`src/rtl/core/cvfm_pkg.sv`:
```
// shared types, constants and register codes of the cell voltage fault monitor
package cvfm_pkg;

  // default geometry of the pack
  localparam int MODULES_DEF          = 6;
  localparam int CELLS_PER_MODULE_DEF = 14;
  localparam int TOTAL_CELLS_DEF      = 84;

  // fixed field widths
  localparam int VOLT_W   = 13;
  localparam int MODIDX_W = 3;
  localparam int POS_W    = 4;
  localparam int MASK_W   = 14;
  localparam int CNT_W    = 8;
  localparam int CFG_W    = 13;
  localparam int CFGIDX_W = 2;

  localparam logic [CNT_W-1:0] CNT_MAX = 8'd255;

  // register reset values
  localparam logic [VOLT_W-1:0] OVER_RST  = 13'd4200;
  localparam logic [VOLT_W-1:0] UNDER_RST = 13'd2500;
  localparam logic [CNT_W-1:0]  LIMIT_RST = 8'd3;

  // configuration register indexes
  typedef enum logic [CFGIDX_W-1:0] {
    CFG_OVER  = 2'd0,
    CFG_UNDER = 2'd1,
    CFG_LIMIT = 2'd2
  } cfg_reg_t;

  // input word
  typedef struct packed {
    logic [VOLT_W-1:0]   cell_voltage_mv;
    logic [MODIDX_W-1:0] module_index;
    logic [POS_W-1:0]    cell_position;
    logic                last_in_scan;
  } cvfm_in_t;

  // result word
  typedef struct packed {
    logic [MASK_W-1:0] module_over_mask;
    logic [MASK_W-1:0] module_under_mask;
    logic              pack_over_fault;
    logic              pack_under_fault;
    logic [CNT_W-1:0]  cell_fault_count;
    logic [VOLT_W-1:0] scan_max_mv;
    logic [VOLT_W-1:0] scan_min_mv;
    logic              scan_done;
  } cvfm_out_t;

  // per-cell counter status after the update
  typedef struct packed {
    logic [CNT_W-1:0] count;
    logic             over_dir;
    logic             latched;
  } cvfm_cnt_stat_t;

endpackage

```
`src/rtl/core/cell_voltage_fault_monitor_top.sv`:
```
// top level of the cell voltage fault monitor: handshake, masks, pack flags, scan extremes
// an accepted word passes the stage register and then the result register to give its result
// one word per cycle unless the output stalls; the counter ram is read when a word is accepted
//   and written back when it leaves the stage reg, a bypass register covers back-to-back cells
// reset (rst, synchronous): clears handshake state, cell valid bits, masks, pack flags,
//   scan tracking and loads the threshold registers; no clearing pass, ready at once
module cell_voltage_fault_monitor_top
  import cvfm_pkg::*;
#(
  parameter int MODULES          = MODULES_DEF,
  parameter int CELLS_PER_MODULE = CELLS_PER_MODULE_DEF,
  parameter int TOTAL_CELLS      = TOTAL_CELLS_DEF
) (
  input  logic                clk,
  input  logic                rst,
  input  logic                sample_valid,
  output logic                sample_stall,
  input  cvfm_in_t            sample,
  output logic                result_valid,
  input  logic                result_stall,
  output cvfm_out_t           result,
  input  logic                cfg_we,
  input  logic [CFGIDX_W-1:0] cfg_index,
  input  logic [CFG_W-1:0]    cfg_data
);

  localparam int MOD_W = (MODULES > 1) ? $clog2(MODULES) : 1;
  localparam int IDX_W = (TOTAL_CELLS > 1) ? $clog2(TOTAL_CELLS) : 1;
  localparam int FLAT_W = 8;

  // configuration registers
  logic [VOLT_W-1:0] over_voltage_mv;
  logic [VOLT_W-1:0] under_voltage_mv;
  logic [CNT_W-1:0]  fault_count_limit;

  // stage register
  logic                        s1_valid;
  cvfm_in_t                    s1_item;
  logic                        s1_mod_ok;
  logic                        s1_cell_ok;
  logic [IDX_W-1:0]            s1_idx;
  logic [MOD_W-1:0]            s1_mod;

  // pack state
  logic [CELLS_PER_MODULE-1:0] over_masks  [0:MODULES-1];
  logic [CELLS_PER_MODULE-1:0] under_masks [0:MODULES-1];
  logic                        pack_over_flag;
  logic                        pack_under_flag;
  logic [VOLT_W-1:0]           running_max;
  logic [VOLT_W-1:0]           running_min;
  logic                        scan_fresh;

  // stage 0 decode
  logic                        sample_accept;
  logic                        mod_ok0;
  logic                        pos_ok0;
  logic                        cell_ok0;
  logic [FLAT_W-1:0]           cell_flat0;

  // stage 1 compute
  logic                        out_free;
  logic                        s1_fire;
  cvfm_cnt_stat_t              cnt_stat;
  logic [CELLS_PER_MODULE-1:0] cell_bit;
  logic [CELLS_PER_MODULE-1:0] over_cur;
  logic [CELLS_PER_MODULE-1:0] under_cur;
  logic [CELLS_PER_MODULE-1:0] over_next;
  logic [CELLS_PER_MODULE-1:0] under_next;
  logic                        set_over;
  logic                        set_under;
  logic                        pack_over_next;
  logic                        pack_under_next;
  logic [VOLT_W-1:0]           max_next;
  logic [VOLT_W-1:0]           min_next;
  logic                        over_any;

  // configuration writes
  always_ff @(posedge clk) begin
    if (rst) begin
      over_voltage_mv   <= OVER_RST;
      under_voltage_mv  <= UNDER_RST;
      fault_count_limit <= LIMIT_RST;
    end else if (cfg_we) begin
      case (cfg_reg_t'(cfg_index))
        CFG_OVER:  over_voltage_mv   <= cfg_data;
        CFG_UNDER: under_voltage_mv  <= cfg_data;
        CFG_LIMIT: fault_count_limit <= cfg_data[CNT_W-1:0];
        default: ;
      endcase
    end
  end

  // handshake
  assign out_free      = !result_valid || !result_stall;
  assign s1_fire       = s1_valid && out_free;
  assign sample_stall  = s1_valid && !out_free;
  assign sample_accept = sample_valid && !sample_stall;

  // cell address decode
  always_comb begin
    mod_ok0    = int'(sample.module_index) < MODULES;
    pos_ok0    = int'(sample.cell_position) < CELLS_PER_MODULE;
    cell_flat0 = FLAT_W'(FLAT_W'(sample.module_index) * FLAT_W'(CELLS_PER_MODULE))
               + FLAT_W'(sample.cell_position);
    cell_ok0   = mod_ok0 && pos_ok0 && (int'(cell_flat0) < TOTAL_CELLS);
  end

  // stage register
  always_ff @(posedge clk) begin
    if (rst) begin
      s1_valid <= 1'b0;
    end else if (sample_accept) begin
      s1_valid <= 1'b1;
    end else if (s1_fire) begin
      s1_valid <= 1'b0;
    end
  end

  always_ff @(posedge clk) begin
    if (sample_accept) begin
      s1_item    <= sample;
      s1_mod_ok  <= mod_ok0 && pos_ok0;
      s1_cell_ok <= cell_ok0;
      s1_idx     <= IDX_W'(cell_flat0);
      s1_mod     <= MOD_W'(sample.module_index);
    end
  end

  // fault counters
  cvfm_fault_count #(
    .TOTAL_CELLS (TOTAL_CELLS)
  ) u_fault_count (
    .clk               (clk),
    .rst               (rst),
    .rd_en             (sample_accept && cell_ok0),
    .rd_idx            (IDX_W'(cell_flat0)),
    .wr_en             (s1_fire && s1_cell_ok),
    .idx               (s1_idx),
    .voltage           (s1_item.cell_voltage_mv),
    .over_voltage_mv   (over_voltage_mv),
    .under_voltage_mv  (under_voltage_mv),
    .fault_count_limit (fault_count_limit),
    .stat              (cnt_stat)
  );

  // mask and pack flag update
  always_comb begin
    cell_bit  = CELLS_PER_MODULE'(1) << s1_item.cell_position;
    over_cur  = s1_mod_ok ? over_masks[s1_mod]  : '0;
    under_cur = s1_mod_ok ? under_masks[s1_mod] : '0;
    set_over  = s1_cell_ok && cnt_stat.latched && cnt_stat.over_dir;
    set_under = s1_cell_ok && cnt_stat.latched && !cnt_stat.over_dir;
    over_next  = over_cur  | (set_over  ? cell_bit : '0);
    under_next = under_cur | (set_under ? cell_bit : '0);
    pack_over_next  = pack_over_flag  || set_over;
    pack_under_next = pack_under_flag || set_under;
  end

  // scan extremes
  always_comb begin
    if (scan_fresh) begin
      max_next = s1_item.cell_voltage_mv;
      min_next = s1_item.cell_voltage_mv;
    end else begin
      max_next = (s1_item.cell_voltage_mv > running_max) ? s1_item.cell_voltage_mv
                                                          : running_max;
      min_next = (s1_item.cell_voltage_mv < running_min) ? s1_item.cell_voltage_mv
                                                          : running_min;
    end
  end

  // pack state registers
  always_ff @(posedge clk) begin
    if (rst) begin
      for (int m = 0; m < MODULES; m++) begin
        over_masks[m]  <= '0;
        under_masks[m] <= '0;
      end
      pack_over_flag  <= 1'b0;
      pack_under_flag <= 1'b0;
      running_max     <= '0;
      running_min     <= '0;
      scan_fresh      <= 1'b1;
    end else if (s1_fire) begin
      if (s1_mod_ok) begin
        over_masks[s1_mod]  <= over_next;
        under_masks[s1_mod] <= under_next;
      end
      pack_over_flag  <= pack_over_next;
      pack_under_flag <= pack_under_next;
      running_max     <= max_next;
      running_min     <= min_next;
      scan_fresh      <= s1_item.last_in_scan;
    end
  end

  // result register
  always_ff @(posedge clk) begin
    if (rst) begin
      result_valid <= 1'b0;
    end else if (out_free) begin
      result_valid <= s1_valid;
    end
  end

  always_ff @(posedge clk) begin
    if (s1_fire) begin
      result.module_over_mask  <= MASK_W'(over_next);
      result.module_under_mask <= MASK_W'(under_next);
      result.pack_over_fault   <= pack_over_next;
      result.pack_under_fault  <= pack_under_next;
      result.cell_fault_count  <= s1_cell_ok ? cnt_stat.count : '0;
      result.scan_max_mv       <= max_next;
      result.scan_min_mv       <= min_next;
      result.scan_done         <= s1_item.last_in_scan;
    end
  end

  // any over bit latched anywhere
  always_comb begin
    over_any = 1'b0;
    for (int m = 0; m < MODULES; m++) begin
      over_any = over_any || (|over_masks[m]);
    end
  end

  // stall only while the stage register holds a word
  a_stall_busy: assert property (@(posedge clk) disable iff (rst)
    sample_stall |-> s1_valid)
    else $error("input stalled with empty stage");

  // extremes stay ordered
  a_min_le_max: assert property (@(posedge clk) disable iff (rst)
    result_valid |-> (result.scan_min_mv <= result.scan_max_mv))
    else $error("scan minimum above maximum");

  // pack over flag is sticky
  a_pack_sticky: assert property (@(posedge clk) disable iff (rst)
    !$past(rst) |-> !$fell(pack_over_flag))
    else $error("pack over flag cleared");

  // a latched over bit implies the pack flag
  a_mask_flag: assert property (@(posedge clk) disable iff (rst)
    over_any |-> pack_over_flag)
    else $error("over mask bit without pack flag");

endmodule

```
`src/rtl/core/cvfm_ram.sv`:
```
// generic single write port ram with registered read
module cvfm_ram #(
  parameter int WIDTH = 8,
  parameter int DEPTH = 16,
  localparam int AW = (DEPTH > 1) ? $clog2(DEPTH) : 1
) (
  input  logic             clk,
  input  logic             we,
  input  logic [AW-1:0]    waddr,
  input  logic [WIDTH-1:0] wdata,
  input  logic             re,
  input  logic [AW-1:0]    raddr,
  output logic [WIDTH-1:0] rdata
);

  logic [WIDTH-1:0] mem [0:DEPTH-1];

  // write port
  always_ff @(posedge clk) begin
    if (we) begin
      mem[waddr] <= wdata;
    end
  end

  // registered read, holds when not enabled
  always_ff @(posedge clk) begin
    if (re) begin
      rdata <= mem[raddr];
    end
  end

endmodule

```
`src/rtl/core/cvfm_fault_count.sv`:
```
// per-cell up/down fault counters with direction, kept in ram with valid bits and bypass
module cvfm_fault_count
  import cvfm_pkg::*;
#(
  parameter int TOTAL_CELLS = TOTAL_CELLS_DEF,
  localparam int IDX_W = (TOTAL_CELLS > 1) ? $clog2(TOTAL_CELLS) : 1
) (
  input  logic                  clk,
  input  logic                  rst,
  input  logic                  rd_en,
  input  logic [IDX_W-1:0]      rd_idx,
  input  logic                  wr_en,
  input  logic [IDX_W-1:0]      idx,
  input  logic [VOLT_W-1:0]     voltage,
  input  logic [VOLT_W-1:0]     over_voltage_mv,
  input  logic [VOLT_W-1:0]     under_voltage_mv,
  input  logic [CNT_W-1:0]      fault_count_limit,
  output cvfm_cnt_stat_t        stat
);

  localparam int ENTRY_W = CNT_W + 1;

  logic [ENTRY_W-1:0]     rdata;
  logic [ENTRY_W-1:0]     cur_entry;
  logic [ENTRY_W-1:0]     new_entry;
  logic [TOTAL_CELLS-1:0] cell_valid;
  logic                   byp_valid;
  logic [IDX_W-1:0]       byp_idx;
  logic [ENTRY_W-1:0]     byp_data;
  logic [CNT_W-1:0]       cur_cnt;
  logic                   cur_dir;
  logic [CNT_W-1:0]       cnt_new;
  logic                   dir_new;

  // entry store: {direction, count}
  cvfm_ram #(
    .WIDTH (ENTRY_W),
    .DEPTH (TOTAL_CELLS)
  ) u_cnt_ram (
    .clk   (clk),
    .we    (wr_en),
    .waddr (idx),
    .wdata (new_entry),
    .re    (rd_en),
    .raddr (rd_idx),
    .rdata (rdata)
  );

  // current entry: last write wins over the ram read, unwritten cells read zero
  always_comb begin
    if (byp_valid && (byp_idx == idx)) begin
      cur_entry = byp_data;
    end else if (cell_valid[idx]) begin
      cur_entry = rdata;
    end else begin
      cur_entry = '0;
    end
    cur_dir = cur_entry[CNT_W];
    cur_cnt = cur_entry[CNT_W-1:0];
  end

  // counter update, over test first
  always_comb begin
    cnt_new = cur_cnt;
    dir_new = cur_dir;
    if (voltage > over_voltage_mv) begin
      if (cur_cnt != CNT_MAX) begin
        cnt_new = cur_cnt + 1'b1;
      end
      dir_new = 1'b1;
    end else if (voltage < under_voltage_mv) begin
      if (cur_cnt != CNT_MAX) begin
        cnt_new = cur_cnt + 1'b1;
      end
      dir_new = 1'b0;
    end else if (cur_cnt != '0) begin
      cnt_new = cur_cnt - 1'b1;
    end
    new_entry     = {dir_new, cnt_new};
    stat.count    = cnt_new;
    stat.over_dir = dir_new;
    stat.latched  = (cnt_new > fault_count_limit);
  end

  // valid bits and bypass of the most recent write
  always_ff @(posedge clk) begin
    if (rst) begin
      cell_valid <= '0;
      byp_valid  <= 1'b0;
    end else if (wr_en) begin
      cell_valid[idx] <= 1'b1;
      byp_valid       <= 1'b1;
    end
  end

  always_ff @(posedge clk) begin
    if (wr_en) begin
      byp_idx  <= idx;
      byp_data <= new_entry;
    end
  end

  // a saturated counter never goes past the maximum, so a limit at the maximum never latches
  a_no_latch_at_max: assert property (@(posedge clk) disable iff (rst)
    wr_en && (fault_count_limit == CNT_MAX) |-> !stat.latched)
    else $error("cell latched with limit at counter maximum");

endmodule
```
`config.mk`:
```
export PLATFORM = sky130hd
export DESIGN_NAME = cell_voltage_fault_monitor_top
export DESIGN_NICKNAME = d
export VERILOG_FILES = /design/src/rtl/core/cvfm_pkg.sv /design/src/rtl/core/cell_voltage_fault_monitor_top.sv /design/src/rtl/core/cvfm_ram.sv /design/src/rtl/core/cvfm_fault_count.sv
export SDC_FILE = /design/constraint.sdc
export NUM_CORES = 1
export LEC_CHECK = 0
export BUFFER_PORTS_ARGS = -buffer_cell sky130_fd_sc_hd__buf_4
export CORE_MARGIN = 10
export CORE_UTILIZATION = 29
export DETAILED_ROUTE_END_ITERATION = 16
export HOLD_SLACK_MARGIN = 0.12
export PLACE_DENSITY = 0.53
export SETUP_SLACK_MARGIN = 0.05
export SYNTH_ARGS = -nofsm -noshare
export SYNTH_HDL_FRONTEND = slang
export SYNTH_SLANG_ARGS = --single-unit
```
`constraint.sdc`:
```
create_clock -name clk -period 12.53 [get_ports clk]
set_input_delay 0 -clock clk [delete_from_list [all_inputs] [get_ports clk]]
set_output_delay 0 -clock clk [all_outputs]
set_load 0.01 [all_outputs]
```
Word level (Yosys, flattened, before mapping)
Memory sizes are Yosys's and may differ from the RTL's. A register that Yosys moved wholly into a read port is not among the register bits.
Cells that the tools add are included.
Storage, ports and cells
  register bits after elaboration: 261
  memories: 3
  bits of input ports: 41
  output and inout bits: 67
  bits in writable memories: 924
Operators by class
  bitwise logic cells: 3
  $mul: 1
  shifts and indexed selects: 1
  order comparisons: 10
  add/subtract/negate cells: 3
  reduce and logical (&&, ||, !) cells: 28
  eq/ne operators: 4
  multiplexer cells: 38
Memory list
  u_fault_count.u_cnt_ram.mem: depth 84, bits a word 9, rd ports 1, clocked after Yosys merged registers in 1, write ports 1, line cvfm_ram.sv:16  | logic [WIDTH-1:0] mem [0:DEPTH-1];
  over_masks: depth 6, bits a word 14, rd ports 1, clocked after Yosys merged registers in 1, write ports 6, line cell_voltage_fault_monitor_top.sv:45  | logic [CELLS_PER_MODULE-1:0] over_masks [0:MODULES-1];
  under_masks: depth 6, bits a word 14, rd ports 1, clocked after Yosys merged registers in 1, write ports 6, line cell_voltage_fault_monitor_top.sv:46  | logic [CELLS_PER_MODULE-1:0] under_masks [0:MODULES-1];
Operators by type and width (count)
  $mux 14: 6
  $or 84x84->84: 1
  $mux 13: 4
  $mux 8: 4
  $or 14x14->14: 2
  $reduce_or 14->1: 2
  $gt 13x13->1: 2
  $lt 13x13->1: 2
  $mux 9: 2
  $mux 1: 16
  $shl 1x4->14 const A: 1
  $logic_and 1x1->1: 12
  $mux 3: 4
  $add 7x4->8: 1
  $add 8x1->8 const B: 1
  $gt 8x8->1: 1
  $lt 7x8->1 const B: 1
  $lt 8x7->1 const B: 1
  $ne 8x8->1 const B: 1
  $reduce_bool 8->1: 1
  $sub 8x1->8 const B: 1
  $bmux 1 s7: 1
  $demux 1 s7: 1
  $eq 7x7->1: 1
  11 further kinds: 19

Longest topological paths before layout
  depth after elaboration: 14
  depth in mapped cells: 27

Cells and area by module
Synthesis repeated with hierarchy kept, for this count alone.
Second synthesis, totals
  cell total of the unflattened synthesis: 3150
  area, all modules: 52085.0 µm²
Modules (own cells, without submodules)
  cvfm_ram: cells each 1340, times used 1, area each 29549.6 µm²
  cell_voltage_fault_monitor_top: cells each 1147, times used 1, area each 16749.8 µm²
  cvfm_fault_count: cells each 663, times used 1, area each 5785.5 µm²

Worst setup path before layout
Ideal clock, no wire load.
  path kind: register -> register
  from: reg s1_item[1] (netlist name)
  to: mem under_masks[5][2] (netlist name), data pin
  cell stages (with the launch flop): 23
  slack: 3.922 ns
  clock period less this slack: 8.608 ns
  setup time: 0.282 ns
  path buffers: 5
  required time: 12.248 ns
  arrival time: 8.327 ns
  cells stage by stage: edfxtp_1 -> buf_2 -> buf_2 -> buf_2 -> xnor2_1 -> nand4_1 -> nor2_2 -> buf_2 -> buf_2 -> a22oi_1 -> inv_1 -> ha_1 -> a222oi_1 -> o32ai_1 -> ha_1 -> a21o_1 -> a21o_1 -> a21oi_1 -> o21ai_0 -> o211ai_1 -> nor3b_1 -> a32oi_1 -> nor2_1
RTL lines
  from (decl): line cell_voltage_fault_monitor_top.sv:38  | cvfm_in_t s1_item;
  from (signal assigned): line cell_voltage_fault_monitor_top.sv:121  | s1_item <= sample;
  to (decl): line cell_voltage_fault_monitor_top.sv:46

==> results.yml <==
sta:
  fin_crit_sh_pct: 66.4
  drv_slew: 0
  rsz0062_at_grt: "no"
  tightest_slew_ns: 1.27
  post-route-min-period_ns: 8.33
  tns_ns: 0
  setup_viol: 0
  fmax_ghz: 0.120
  finalClockSkew_ns: 0.0338
  hold_ws_ns: 0.181
  hold_viol: 0
  relSlewSlack_pct: 15.0
power:
  vdd_drop_max_v: 0.000136
  cellPowerDensity_mw_per_mm2: 162
  p_leak_nw: 20.0
die:
  start_util_pct: 29.2
  fp.dieH_um: 442
  dieArea_mm2: 0.195
  chipWidth_um: 442
  io-pin-count: 108
  core_mm2: 0.177
  num_rows: 154
logic_synthesis:
  ys_types: 76
  yosys_warnings: 0
  async_reset_ff_share_pct: 0
  synth.ff_latch_count: 1252
  seq_area_frac_synth_pct: 69.8
  synth_nets: 3155
  yosysTopAreaCell: "edfxtp_1"
  synth-edff-count: 1099
  synthCells: 3041
  ys.flop_type: "edfxtp_1"
  syn_area_per_cell_um2: 17.0
  synthTopCellsByArea: "edfxtp_1 64%, mux4_2 13%, dfxtp_1 5.9%"
  synth.top_cell.area_share_pct: 63.9
  syn_area_mm2: 0.0517
route:
  via_count: 27900
  first_iter_violations: 2307
  dr.pass1.iters: 5
  drt_wl_total_um: 128000
  postRouteAntennaNets: 0
  avgRoutedWirePerCell_um: 22.4
  vias_per_cell: 4.86
  drc: 0
clock_tree:
  numCtsBuffers: 133
  cts_setup_buffers: 0
  cts_resized: 0
  insertion_delay_ns: 0.78
  clock-sinks: 1252
  htreeDepth: 4
  root_buffer: "clkbuf_16"
  cts_hold_buf: 95
  ctsLongestPathBuffers: 3
  path_clk_slew_ns: 0.07
  cts_tree: "built"
final_layout:
  finalCoreUtilization_pct: 34.4
  areaGrowthSynthToFinish_pct: 17.5
  drive_above_1_share_pct: 22.7
  final_nets: 3399
  fillers: 16800
global_routing:
  track_usage_pct: 12.9
  grt_pass1_wl_um: 192000
  gr-total-overflow: 0
  grt_pass1_vias: 28500
  antenna_found_initial: 3
  grt_max_degree: 90
setup_path:
  cp_data_arrival_time_ns: 8.90
  worstPathMaxFanout: 86
  cp.required_ns: 13.11
  critPathKind: "reg2reg"
  worst_setup_path_start_kind: "flop"
  r2r_cells: 25
  end_kind: "flop"
placed_design:
  hpwlAfterDp_um: 76600
  numPortBuffers: 107
  gp_congestion: 0.775
run:
  drv_cap: 0
hold_path:
  worstHoldPathType: "in2reg"
  holdPathStages: 4
run_status:
  outcome: "completed"
-- power by group --
| part | internal [W] | switching (W) | total (W) |
|---|---|---|---|
| logic | 0.000431 | 0.000747 | 0.00118 |
| clock network | 0.00218 | 0.00168 | 0.00386 |
| registers | 0.00475 | 0.0000523 | 0.00480 |
| total | 0.00736 | 0.00248 | 0.00984 |
-- cell type report --
cell class / count / area, µm² / share of cell area, %
multi-input combinational: 1526 / 14800 / 24.3
sequential: 1252 / 36100 / 59.4
clock buffer: 179 / 3630 / 5.97
tap: 2340 / 2930 / 4.82
inverter: 97 / 365 / 0.602
timing repair buffer: 275 / 2330 / 3.83
clock inverter: 63 / 623 / 1.03
antenna: 1 / 2.50 / 0.00412
-- cells in the mapped netlist, types with 5 or more instances --
master / instances
o21ai_0: 28
a32oi_1: 12
a22oi_1: 6
nand3b_1: 8
buf_1: 23
inv_1: 95
a21oi_1: 79
a211o_1: 12
clkbuf_1: 121
mux2_2: 43
a211oi_1: 13
o2111ai_1: 14
o21ba_2: 15
nor2b_1: 70
a311oi_1: 12
and2_1: 48
nand4_1: 11
o211ai_1: 9
edfxtp_1: 1099
a32o_1: 15
o21bai_1: 7
nand2_1: 79
nand3_1: 27
dfxtp_1: 153
mux4_2: 300
buf_2: 18
a21o_1: 19
mux2i_1: 68
nor3_1: 23
xnor2_1: 13
nor2_1: 373
o21a_1: 20
nor3b_1: 8
nand2b_1: 44
ha_1: 69
and3_1: 5
or4_1: 14
-- logic make-up after synthesis --
group | after synthesis | share of synthesized area [%]
DFF | 1252 | 69.8
AOI/OAI and AO/OA | 295 | 4.12
xor gates and xnor gates | 17 | 0.288
adders and majority gates | 73 | 1.83
buffers and inverters | 263 | 2.00
and+or+nand+nor | 730 | 6.65
muxes | 411 | 15.3
-- cells in the final DEF (no fill, tap or decap), types with 14 or more instances in the layout --
cell / netlist / layout
o2111ai_1: 14 / 14
buf_4: 1 / 177
or4_1: 14 / 14
nand3_1: 27 / 27
and2_1: 48 / 48
a21o_1: 19 / 19
inv_1: 95 / 94
clkbuf_16: 0 / 134
clkinv_1: 1 / 20
nor2_1: 373 / 371
nand2_1: 79 / 77
mux2i_1: 68 / 68
o21a_1: 20 / 20
mux2_2: 43 / 43
dlygate4sd3_1: 0 / 95
mux4_2: 300 / 300
dfxtp_1: 153 / 151
nand2b_1: 44 / 40
ha_1: 69 / 68
nor3_1: 23 / 22
nor2b_1: 70 / 70
a32o_1: 15 / 14
o21ai_0: 28 / 27
clkinv_2: 0 / 17
a21oi_1: 79 / 78
edfxtp_1: 1099 / 1099
o21ba_2: 15 / 15
clkbuf_1: 121 / 34
-- worst max-delay path, stage by stage, from the launching register on --
cell      delay, ns
edfxtp_1       0.74
buf_4          0.51
mux4_2         0.57
mux2i_1        0.14
nor2_1         0.06
a311oi_1       0.31
o21ai_2        0.20
o21a_2         0.32
a22oi_1        0.49
inv_1          0.18
ha_1           0.25
nand2_1        0.08
a211oi_1       0.08
a21oi_1        0.47
a211o_1        0.21
nand2_4        0.46
ha_1           0.53
nor2b_1        0.13
o21ai_0        0.08
nand2b_1       0.08
a21oi_1        0.06
o21ai_0        0.14
o211ai_1       0.44
nor3_2         0.88
a32oi_1        0.41
nor2_1         0.27
-- metrics by stage --
step / setup slack (ns) / cell area (µm²) / power [W] / cells
2_1_floorplan: 3.92 / 51700 / 0.00560 / 3041
3_3_place_gp: 4.41 / 55500 / 0.00605 / 5395
5_1_grt: 3.43 / 60700 / 0.0102 / 5733
3_5_place_dp: 4.21 / 55500 / 0.00606 / 5395
6_report: 4.20 / 60700 / 0.00984 / 5733
4_1_cts: 4.21 / 60700 / 0.00997 / 5732
-- final timing paths --
kind | startpoint | end | slack (ns)
max reg2reg | s1_item[1] | under_masks[5][9] | 4.20
min | sample[6] | flop | 0.18
max | s1_item[1] | under_masks[5][9] | 4.20
min reg2reg | over_voltage_mv[4] | over_voltage_mv[4] | 0.45
-- flip-flops by register name, indices dropped and copies added, names as in the netlist, 3 cells and up, named ones only --
name	flops
running_min	13
running_max	13
under_voltage_mv	13
u_fault_count.u_cnt_ram.mem	756
s1_mod	3
under_masks	112
s1_idx	6
u_fault_count.byp_data	9
s1_item	18
over_voltage_mv	13
result	65
u_fault_count.byp_idx	7
fault_count_limit	8
u_fault_count.u_cnt_ram.rdata	9
over_masks	112
u_fault_count.cell_valid	84
-- layer usage --
metal | part of all wire (%) | vias up | track usage [%]
li1 | - | 12400 | -
met1 | 46 | 14600 | 17.8
met2 | 47 | 682 | 20.5
met3 | 4.5 | 203 | 2.31
met4 | 2.5 | 2 | 3.97
met5 | 0.010 | - | 0
Power figures use the tool's default switching activity.
